**config.mk**
```make
export PLATFORM = sky130hd
export DESIGN_NAME = time_signal_frame_decoder_flat
export DESIGN_NICKNAME = d
export VERILOG_FILES = /design/src/rtl/core/tsfd_pkg.sv /design/src/rtl/core/tsfd_pulse_if.sv /design/src/rtl/core/tsfd_result_if.sv /design/src/rtl/core/tsfd_cfg_if.sv /design/src/rtl/core/time_signal_frame_decoder.sv /design/src/rtl/core/tsfd_frame.sv /design/src/rtl/core/tsfd_decode.sv /design/src/flat_wrapper.sv
export SDC_FILE = /design/constraint.sdc
export NUM_CORES = 1
export LEC_CHECK = 0
export BUFFER_PORTS_ARGS = -buffer_cell sky130_fd_sc_hd__buf_2
export CORE_MARGIN = 5
export CORE_UTILIZATION = 25
export DETAILED_ROUTE_END_ITERATION = 7
export GPL_TIMING_DRIVEN = 0
export PLACE_DENSITY = 0.45
export REMOVE_ABC_BUFFERS = 1
export SETUP_SLACK_MARGIN = 0.05
export SLEW_MARGIN = 25
export SYNTH_ARGS = -nofsm -noshare
export SYNTH_HDL_FRONTEND = slang
export SYNTH_HIERARCHICAL = 1
export SYNTH_SLANG_ARGS = --single-unit
```
**constraint.sdc**
```tcl
create_clock -name clk -period 13.75 [get_ports clk]
set_clock_uncertainty 0.1 [all_clocks]
set_input_delay 2.75 -clock clk [delete_from_list [all_inputs] [get_ports clk]]
set_output_delay 2.75 -clock clk [all_outputs]
set_load 0.01 [all_outputs]
```
**src/rtl/core/tsfd_pkg.sv**
```systemverilog
package tsfd_pkg;

  localparam int FRAME_LEN = 59;
  localparam int POS_W = 6;
  localparam int CFG_IDX_W = 2;
  localparam int CFG_DATA_W = 8;

  localparam logic [7:0] SYNC_LIMIT_RST = 8'd3;
  localparam logic [7:0] ONE_LIMIT_RST = 8'd30;
  localparam logic [7:0] MINUTE_LIMIT = 8'd60;
  localparam logic [7:0] HOUR_LIMIT = 8'd24;

  localparam int MINUTE_PARITY = 28;
  localparam int HOUR_PARITY = 35;
  localparam int DATE_PARITY = 58;

  typedef enum logic [1:0] {
    SYM_ZERO = 2'd0,
    SYM_ONE  = 2'd1,
    SYM_SYNC = 2'd2,
    SYM_ERR  = 2'd3
  } sym_t;

  typedef enum logic [CFG_IDX_W-1:0] {
    REG_SYNC_LIMIT  = 2'd0,
    REG_ONE_LIMIT   = 2'd1,
    REG_DATE_PARITY = 2'd2,
    REG_UNUSED      = 2'd3
  } cfg_reg_t;

  typedef struct packed {
    logic        frame_done;
    logic        frame_ok;
    logic [13:0] weather_bits;
    logic [6:0]  minute_value;
    logic [5:0]  hour_value;
    logic [5:0]  day_value;
    logic [2:0]  weekday_value;
    logic [4:0]  month_value;
    logic [7:0]  year_value;
    logic [3:0]  status_flags;
  } result_t;

  typedef struct packed {
    sym_t             sym;
    logic [POS_W-1:0] pos;
    logic             decode;
  } frame_stat_t;

  // weights 1,2,4,8 on the low nibble, 10,20,40,80 on the high nibble
  function automatic logic [7:0] bcd_weigh(input logic [7:0] bits);
    logic [7:0] tens;
    tens = {4'd0, bits[7:4]};
    return {4'd0, bits[3:0]} + 8'((tens << 3) + (tens << 1));
  endfunction

endpackage

```
**src/rtl/core/tsfd_pulse_if.sv**
```systemverilog
interface tsfd_pulse_if;
  logic       valid;
  logic       ready;
  logic [7:0] pulse_ticks;

  modport source (output valid, output pulse_ticks, input ready);
  modport sink (input valid, input pulse_ticks, output ready);
endinterface

```
**src/rtl/core/tsfd_result_if.sv**
```systemverilog
interface tsfd_result_if;
  logic        valid;
  logic        ready;
  logic        frame_done;
  logic        frame_ok;
  logic [13:0] weather_bits;
  logic [6:0]  minute_value;
  logic [5:0]  hour_value;
  logic [5:0]  day_value;
  logic [2:0]  weekday_value;
  logic [4:0]  month_value;
  logic [7:0]  year_value;
  logic [3:0]  status_flags;

  modport source (
    output valid, output frame_done, output frame_ok, output weather_bits,
    output minute_value, output hour_value, output day_value, output weekday_value,
    output month_value, output year_value, output status_flags, input ready
  );
  modport sink (
    input valid, input frame_done, input frame_ok, input weather_bits,
    input minute_value, input hour_value, input day_value, input weekday_value,
    input month_value, input year_value, input status_flags, output ready
  );
endinterface

```
**src/rtl/core/tsfd_cfg_if.sv**
```systemverilog
interface tsfd_cfg_if;
  logic                        valid;
  logic                        ready;
  logic [tsfd_pkg::CFG_IDX_W-1:0]  index;
  logic [tsfd_pkg::CFG_DATA_W-1:0] data;

  modport source (output valid, output index, output data, input ready);
  modport sink (input valid, input index, input data, output ready);
endinterface

```
**src/rtl/core/time_signal_frame_decoder.sv**
```systemverilog
// channel   dir  payload                                  accepted when
// pulse     in   pulse_ticks                              valid && ready
// result    out  frame_done .. status_flags (10 fields)   valid && ready
// cfg       in   index, data                              valid && ready (ready always 1)
//
// One pulse is taken per cycle while the output register is empty or being drained; its
// result is written into the output register as the pulse is taken. Symbol classification
// and the decode of the stored frame are combinational and feed the result register.
// A new pulse is taken whenever the output register is empty or being drained.
// rst clears the frame position and the result valid flag and sets the limits to their reset values.
module time_signal_frame_decoder (
  input  logic          clk,
  input  logic          rst,
  tsfd_pulse_if.sink    pulse_in,
  tsfd_result_if.source result_out,
  tsfd_cfg_if.sink      cfg
);

  logic [7:0]             sync_limit;
  logic [7:0]             one_limit;
  logic                   date_parity_enable;
  logic                   accept;
  logic                   out_valid;
  tsfd_pkg::sym_t         frame [tsfd_pkg::FRAME_LEN];
  tsfd_pkg::frame_stat_t  stat;
  tsfd_pkg::result_t      dec_res;
  tsfd_pkg::result_t      res;

  assign cfg.ready = 1'b1;

  always_ff @(posedge clk) begin
    if (rst) begin
      sync_limit <= tsfd_pkg::SYNC_LIMIT_RST;
      one_limit <= tsfd_pkg::ONE_LIMIT_RST;
      date_parity_enable <= 1'b0;
    end else if (cfg.valid) begin
      unique case (tsfd_pkg::cfg_reg_t'(cfg.index))
        tsfd_pkg::REG_SYNC_LIMIT:  sync_limit <= cfg.data;
        tsfd_pkg::REG_ONE_LIMIT:   one_limit <= cfg.data;
        tsfd_pkg::REG_DATE_PARITY: date_parity_enable <= cfg.data[0];
        default: ;
      endcase
    end
  end

  assign pulse_in.ready = !out_valid || result_out.ready;
  assign accept = pulse_in.valid && pulse_in.ready;

  tsfd_frame u_frame (
    .clk         (clk),
    .rst         (rst),
    .accept      (accept),
    .pulse_ticks (pulse_in.pulse_ticks),
    .sync_limit  (sync_limit),
    .one_limit   (one_limit),
    .frame       (frame),
    .stat        (stat)
  );

  tsfd_decode u_decode (
    .frame              (frame),
    .date_parity_enable (date_parity_enable),
    .res                (dec_res)
  );

  always_ff @(posedge clk) begin
    if (rst) begin
      out_valid <= 1'b0;
    end else if (accept) begin
      out_valid <= 1'b1;
    end else if (result_out.ready) begin
      out_valid <= 1'b0;
    end
  end

  always_ff @(posedge clk) begin
    if (accept) begin
      res <= stat.decode ? dec_res : '0;
    end
  end

  assign result_out.valid         = out_valid;
  assign result_out.frame_done    = res.frame_done;
  assign result_out.frame_ok      = res.frame_ok;
  assign result_out.weather_bits  = res.weather_bits;
  assign result_out.minute_value  = res.minute_value;
  assign result_out.hour_value    = res.hour_value;
  assign result_out.day_value     = res.day_value;
  assign result_out.weekday_value = res.weekday_value;
  assign result_out.month_value   = res.month_value;
  assign result_out.year_value    = res.year_value;
  assign result_out.status_flags  = res.status_flags;

  a_ok_needs_done: assert property (@(posedge clk) disable iff (rst)
    out_valid && res.frame_ok |-> res.frame_done)
    else $error("frame_ok without frame_done");

  a_bad_frame_zero: assert property (@(posedge clk) disable iff (rst)
    out_valid && !res.frame_ok |-> res.weather_bits == '0 && res.status_flags == '0 &&
      res.minute_value == '0 && res.year_value == '0)
    else $error("fields set on a frame without good markers");

  a_sync_restarts: assert property (@(posedge clk) disable iff (rst)
    accept && stat.sym == tsfd_pkg::SYM_SYNC |=> stat.pos == '0)
    else $error("sync did not restart the frame");

  a_done_needs_full: assert property (@(posedge clk) disable iff (rst)
    accept && stat.decode |-> stat.pos == tsfd_pkg::POS_W'(tsfd_pkg::FRAME_LEN))
    else $error("decode on a frame that is not full");

endmodule

```
**src/rtl/core/tsfd_frame.sv**
```systemverilog
module tsfd_frame (
  input  logic                  clk,
  input  logic                  rst,
  input  logic                  accept,
  input  logic [7:0]            pulse_ticks,
  input  logic [7:0]            sync_limit,
  input  logic [7:0]            one_limit,
  output tsfd_pkg::sym_t        frame [tsfd_pkg::FRAME_LEN],
  output tsfd_pkg::frame_stat_t stat
);

  tsfd_pkg::sym_t             sym;
  logic [tsfd_pkg::POS_W-1:0] pos;
  logic [tsfd_pkg::POS_W-1:0] pos_next;
  logic                       full;

  always_comb begin
    priority if (pulse_ticks > sync_limit && pulse_ticks < one_limit) begin
      sym = tsfd_pkg::SYM_ZERO;
    end else if (pulse_ticks > one_limit) begin
      sym = tsfd_pkg::SYM_ONE;
    end else if (pulse_ticks < sync_limit) begin
      sym = tsfd_pkg::SYM_SYNC;
    end else begin
      sym = tsfd_pkg::SYM_ERR;
    end
  end

  assign full = (pos == tsfd_pkg::POS_W'(tsfd_pkg::FRAME_LEN));

  always_comb begin
    if (sym == tsfd_pkg::SYM_SYNC) begin
      pos_next = '0;
    end else if (full) begin
      // overlong frame: this symbol becomes symbol 0
      pos_next = tsfd_pkg::POS_W'(1);
    end else begin
      pos_next = pos + tsfd_pkg::POS_W'(1);
    end
  end

  always_ff @(posedge clk) begin
    if (rst) begin
      pos <= '0;
    end else if (accept) begin
      pos <= pos_next;
    end
  end

  // symbols shift in from the top, so after a full frame entry k is symbol k
  always_ff @(posedge clk) begin
    if (accept && sym != tsfd_pkg::SYM_SYNC) begin
      for (int i = 0; i < tsfd_pkg::FRAME_LEN - 1; i++) begin
        frame[i] <= frame[i+1];
      end
      frame[tsfd_pkg::FRAME_LEN-1] <= sym;
    end
  end

  assign stat.sym = sym;
  assign stat.pos = pos;
  assign stat.decode = (sym == tsfd_pkg::SYM_SYNC) && full;

endmodule

```
**src/rtl/core/tsfd_decode.sv**
```systemverilog
module tsfd_decode (
  input  tsfd_pkg::sym_t   frame [tsfd_pkg::FRAME_LEN],
  input  logic             date_parity_enable,
  output tsfd_pkg::result_t res
);

  logic [tsfd_pkg::FRAME_LEN-1:0] bitv;
  logic [tsfd_pkg::FRAME_LEN-1:0] dirty;
  logic       frame_ok;
  logic       min_par_ok;
  logic       hour_par_ok;
  logic       date_par_ok;
  logic       date_ok;
  logic [7:0] min_v;
  logic [7:0] hour_v;

  always_comb begin
    for (int i = 0; i < tsfd_pkg::FRAME_LEN; i++) begin
      bitv[i]  = (frame[i] == tsfd_pkg::SYM_ONE);
      dirty[i] = (frame[i] == tsfd_pkg::SYM_SYNC) || (frame[i] == tsfd_pkg::SYM_ERR);
    end
  end

  assign frame_ok = (frame[0] == tsfd_pkg::SYM_ZERO) && (frame[20] == tsfd_pkg::SYM_ONE);

  assign min_par_ok = !(|dirty[27:21]) &&
    (frame[tsfd_pkg::MINUTE_PARITY] ==
     ((^bitv[27:21]) ? tsfd_pkg::SYM_ONE : tsfd_pkg::SYM_ZERO));
  assign hour_par_ok = !(|dirty[34:29]) &&
    (frame[tsfd_pkg::HOUR_PARITY] ==
     ((^bitv[34:29]) ? tsfd_pkg::SYM_ONE : tsfd_pkg::SYM_ZERO));
  assign date_par_ok = !(|dirty[57:36]) &&
    (frame[tsfd_pkg::DATE_PARITY] ==
     ((^bitv[57:36]) ? tsfd_pkg::SYM_ONE : tsfd_pkg::SYM_ZERO));
  assign date_ok = !date_parity_enable || date_par_ok;

  assign min_v  = tsfd_pkg::bcd_weigh({1'b0, bitv[27:21]});
  assign hour_v = tsfd_pkg::bcd_weigh({2'b0, bitv[34:29]});

  always_comb begin
    res = '0;
    res.frame_done = 1'b1;
    if (frame_ok) begin
      res.frame_ok = 1'b1;
      res.weather_bits = bitv[14:1];
      res.status_flags[3] = bitv[16];
      if (min_par_ok) begin
        res.minute_value = min_v[6:0];
        res.status_flags[0] = (min_v < tsfd_pkg::MINUTE_LIMIT);
      end
      if (hour_par_ok) begin
        res.hour_value = hour_v[5:0];
        res.status_flags[1] = (hour_v < tsfd_pkg::HOUR_LIMIT);
      end
      if (date_ok) begin
        res.day_value     = 6'(tsfd_pkg::bcd_weigh({2'b0, bitv[41:36]}));
        res.weekday_value = bitv[44:42];
        res.month_value   = 5'(tsfd_pkg::bcd_weigh({3'b0, bitv[49:45]}));
        res.year_value    = tsfd_pkg::bcd_weigh(bitv[57:50]);
        res.status_flags[2] = 1'b1;
      end
    end
  end

endmodule

```
**src/flat_wrapper.sv**
```systemverilog
// flat-port wrapper written by rule: the top's interface ports become plain ports
module time_signal_frame_decoder_flat 
  (clk, rst, pulse_in_valid, pulse_in_pulse_ticks, pulse_in_ready, result_out_valid, result_out_frame_done, result_out_frame_ok, result_out_weather_bits, result_out_minute_value, result_out_hour_value, result_out_day_value, result_out_weekday_value, result_out_month_value, result_out_year_value, result_out_status_flags, result_out_ready, cfg_valid, cfg_index, cfg_data, cfg_ready);
  tsfd_pulse_if pulse_in_i ();
  tsfd_result_if result_out_i ();
  tsfd_cfg_if cfg_i ();
  input  logic clk;
  input  logic rst;
  input wire logic [$bits(pulse_in_i.valid)-1:0] pulse_in_valid;
  input wire logic [$bits(pulse_in_i.pulse_ticks)-1:0] pulse_in_pulse_ticks;
  output wire logic [$bits(pulse_in_i.ready)-1:0] pulse_in_ready;
  output wire logic [$bits(result_out_i.valid)-1:0] result_out_valid;
  output wire logic [$bits(result_out_i.frame_done)-1:0] result_out_frame_done;
  output wire logic [$bits(result_out_i.frame_ok)-1:0] result_out_frame_ok;
  output wire logic [$bits(result_out_i.weather_bits)-1:0] result_out_weather_bits;
  output wire logic [$bits(result_out_i.minute_value)-1:0] result_out_minute_value;
  output wire logic [$bits(result_out_i.hour_value)-1:0] result_out_hour_value;
  output wire logic [$bits(result_out_i.day_value)-1:0] result_out_day_value;
  output wire logic [$bits(result_out_i.weekday_value)-1:0] result_out_weekday_value;
  output wire logic [$bits(result_out_i.month_value)-1:0] result_out_month_value;
  output wire logic [$bits(result_out_i.year_value)-1:0] result_out_year_value;
  output wire logic [$bits(result_out_i.status_flags)-1:0] result_out_status_flags;
  input wire logic [$bits(result_out_i.ready)-1:0] result_out_ready;
  input wire logic [$bits(cfg_i.valid)-1:0] cfg_valid;
  input wire logic [$bits(cfg_i.index)-1:0] cfg_index;
  input wire logic [$bits(cfg_i.data)-1:0] cfg_data;
  output wire logic [$bits(cfg_i.ready)-1:0] cfg_ready;
  assign pulse_in_i.valid = pulse_in_valid;
  assign pulse_in_i.pulse_ticks = pulse_in_pulse_ticks;
  assign pulse_in_ready = pulse_in_i.ready;
  assign result_out_valid = result_out_i.valid;
  assign result_out_frame_done = result_out_i.frame_done;
  assign result_out_frame_ok = result_out_i.frame_ok;
  assign result_out_weather_bits = result_out_i.weather_bits;
  assign result_out_minute_value = result_out_i.minute_value;
  assign result_out_hour_value = result_out_i.hour_value;
  assign result_out_day_value = result_out_i.day_value;
  assign result_out_weekday_value = result_out_i.weekday_value;
  assign result_out_month_value = result_out_i.month_value;
  assign result_out_year_value = result_out_i.year_value;
  assign result_out_status_flags = result_out_i.status_flags;
  assign result_out_i.ready = result_out_ready;
  assign cfg_i.valid = cfg_valid;
  assign cfg_i.index = cfg_index;
  assign cfg_i.data = cfg_data;
  assign cfg_ready = cfg_i.ready;
  time_signal_frame_decoder u_core (.clk(clk), .rst(rst), .pulse_in(pulse_in_i), .result_out(result_out_i), .cfg(cfg_i));
endmodule
```
==> qor.csv <==
stage,metric,value,unit
yosys,count of unique library cells instantiated by Yosys,57,
power,Net Sw Frac,26.0,%
route,via/cell ratio,4.21,
global_routing,number of global-route vias before repair,5261,
sta,endpoints failing hold,0,
floorplan,initial core utilization,25.3,%
floorplan,DIE HEIGHT,200,microns
sta,slew margin rel.,36.2,%
route,Routed WL per cell,14.5,microns
global_routing,first-pass GRT wire length,29.0,mm
power,Max IR drop VDD,0.0860,mV
cts,Clock Path Buffers,2,
sta,RSZ-0062 raised after global routing,false,
cells_and_area,Inserted Diodes,0,
route,Routed Antenna Nets,0,
yosys,sequential element share of the synthesized area,62.8,%
critical_path,Worst Path Arrival,3150,ps
cts,CTS tree,done,
global_routing,largest net degree at the start of global routing,42,
critical_path,Worst setup EP type,primary output,
power,share of power burned in registers,52.3,%
power,Clock power frac,37.0,%
cells_and_area,Final nets,802,
floorplan,Die W,200,microns
route,final WL,17.6,mm
yosys,Yosys top cell area share,57.5,%
cts,clock latency on the worst-skew pair,450,ps
cells_and_area,"commonest non-fill, non-tap cell in the layout",edfxtp_1,
yosys,ys async rst share,0,%
placed_design,I/O Buffers,79,
yosys,YS warnings,6,
cells_and_area,layout cells sized above 1,19.4,%
yosys,Syn Area/Cell,13.8,sq um
cts,CTS clock-pin slew for the worst setup and hold paths,90,ps
worst_hold_path,Min-Delay Path Class,reg -> reg,
cts,H-tree level count,4,
yosys,cells after synthesis,655,
power,Final Power,0.00137,W
floorplan,Die ar.,0.0400,sq mm
critical_path,CP max FO,3,
yosys,Yosys reg bits,197,
yosys,leading area contributor after synthesis,edfxtp_1,
global_routing,initial antenna violation count,0,
sta,Max Freq,167,MHz
sta,setup violators final,0,
critical_path,kind of start point of the critical path,input port,
route,vias,5097,
power,Comb power frac,10.7,%
run_status,status,finished clean,
sta,crit path time final,6000,ps
sta,WHS,314,ps
cells_and_area,FILL cells,3620,
cts,# clock sinks,197,
floorplan,core box area,0.0357,sq mm
yosys,synth top area cells,"edfxtp_1 57%, dfxtp_1 5.3%, ha_1 5.0%",
critical_path,critical path class,in -> out,
cts,Post-CTS Setup Inserts,0,
global_routing,gr ovfl total,0,
sta,Tcrit/Tclk final,43.6,%
cells_and_area,area grow syn2layout,19.0,%
cts,Post-CTS Resized,0,
run,Max-cap violations,0,
cells_and_area,most frequent cells in the layout,"173 x edfxtp_1, 79 x buf_2, 59 x and2_1, 40 x inv_1, 36 x ha_1",
power,Cell Int Power,0.00101,W
sta,Slew @ Worst Pin,952,ps
yosys,synthesized area,0.00904,sq mm
cts,hold_buf cts,0,
yosys,"EDFF count, synth",173,
cts,root buffer selected by CTS,clkbuf_16,
cts,total CTS buffers,17,
route,DRT Pass-1 Iters,4,
yosys,Main synth FF type,edfxtp_1,
critical_path,CP required,10900,ps
floorplan,Cell Rows,69,
route,initial drt markers,256,
power,pwr dens,128,mW/mm^2
sta,TNS Setup,0,ps
global_routing,GRT Total Usage,9.07,%
power,LEAKAGE,3.94,nW
route,DR DRC count,0,
placed_design,gp weighted congestion,0.701,
power,P_sw,0.000357,W
floorplan,Top Ports,81,
placed_design,detailed placement HPWL,12.4,mm
sta,Final Max Slew Viols,0,
-- synthesized netlist by cell type (10+ instances only) --
| cell | number |
|---|---|
| nor4_1 | 10 |
| a21oi_1 | 18 |
| ha_1 | 36 |
| nand2b_1 | 24 |
| nand2_1 | 12 |
| nand4_1 | 10 |
| and2_1 | 60 |
| nor3b_1 | 16 |
| inv_1 | 40 |
| mux2i_1 | 17 |
| nor2_1 | 29 |
| nor2b_1 | 35 |
| edfxtp_1 | 173 |
| a211oi_1 | 16 |
| dfxtp_1 | 24 |
| clkbuf_1 | 16 |
| xnor2_1 | 33 |
-- power groups by stage --
stage	clock, W	sequential [W]	combinational (W)
detailed placement	0	0.000731	0.000149
finish	0.000508	0.000717	0.000147
global route	0.000558	0.000722	0.000164
CTS	0.000532	0.000718	0.000150
global placement	0	0.000741	0.000136
floorplan	0	0.000733	0.0000978
-- state kept, by name, summed over array words and instances, names as in the netlist --
name,count
u_core/one_limit,8
u_core/result_out.weather_bits,14
u_core/u_frame/frame,118
u_core/result_out.day_value,6
u_core/result_out.month_value,5
u_core/result_out.frame_done,1
u_core/result_out.status_flags,4
u_core/result_out.hour_value,6
u_core/result_out.year_value,8
u_core/sync_limit,8
u_core/result_out.valid,1
u_core/result_out.minute_value,7
u_core/result_out.weekday_value,3
u_core/date_parity_enable,1
u_core/result_out.frame_ok,1
u_core/u_frame/pos,6
-- final cells by class --
| class | count | area (sq um) | share of cell area, % |
|---|---|---|---|
| inverter | 40 | 150 | 1.40 |
| tap | 461 | 577 | 5.36 |
| clock buffer | 17 | 425 | 3.96 |
| timing repair buffer | 88 | 619 | 5.76 |
| multi-input combinational | 394 | 3110 | 28.9 |
| sequential | 197 | 5680 | 52.8 |
| clock inverter | 15 | 193 | 1.79 |
-- final timing paths --
check | start | endpoint | slack (ps) | cells past startpoint
worst max-delay path | result_out_ready | pulse_in_ready | 7750 | 3
worst min-delay path | u_core/u_frame/frame[80]$_DFFE_PP_ | u_core/u_frame/frame[82]$_DFFE_PP_ | 310 | 0
worst max register to register | u_core/u_frame/frame[19]$_DFFE_PP_ | u_core/result_out.year_value[4]$_SDFFCE_PN0P_ | 10370 | 10
worst min register to register | u_core/u_frame/frame[80]$_DFFE_PP_ | u_core/u_frame/frame[82]$_DFFE_PP_ | 310 | 0
-- metrics by stage --
stage	utilization, %	instances	worst slack [ps]	cell area, sq um
after floorplan	-	631	2460	8910
after global placement	27.7	1171	-1620	9890
after detailed placement	28.4	1179	7750	10100
after CTS	30.1	1211	7750	10700
after global routing	30.2	1212	7710	10800
final	30.2	1212	7750	10800
-- kinds of logic (layout without fill, tap and decap cells) --
| group | Yosys count | after routing | share of synthesized area, % |
|---|---|---|---|
| adder cells (fa/ha/maj) | 41 | 41 | 6.09 |
| flip-flops | 197 | 197 | 62.8 |
| other | 2 | 2 | 0.0831 |
| AND/OR/NAND/NOR | 223 | 223 | 14.9 |
| XOR/XNOR | 41 | 41 | 4.60 |
| AO/OA/AOI/OAI | 68 | 68 | 6.23 |
| multiplexers | 19 | 19 | 2.26 |
| buffers and inverters | 64 | 160 | 3.02 |
-- critical path, stage by stage --
cell and delay, ps:
buf_2 90, nand2b_1 160, buf_2 150
-- metal layers --
layer / track usage [%] / wire length [microns] / vias to the layer above
li1: - / - / 2535
met1: 12.4 / 8750 / 2472
met2: 13.9 / 7930 / 78
met3: 2.93 / 713 / 12
met4: 2.43 / 169 / 0
met5: 0 / 0 / -
Power figures use the tool's default switching activity.
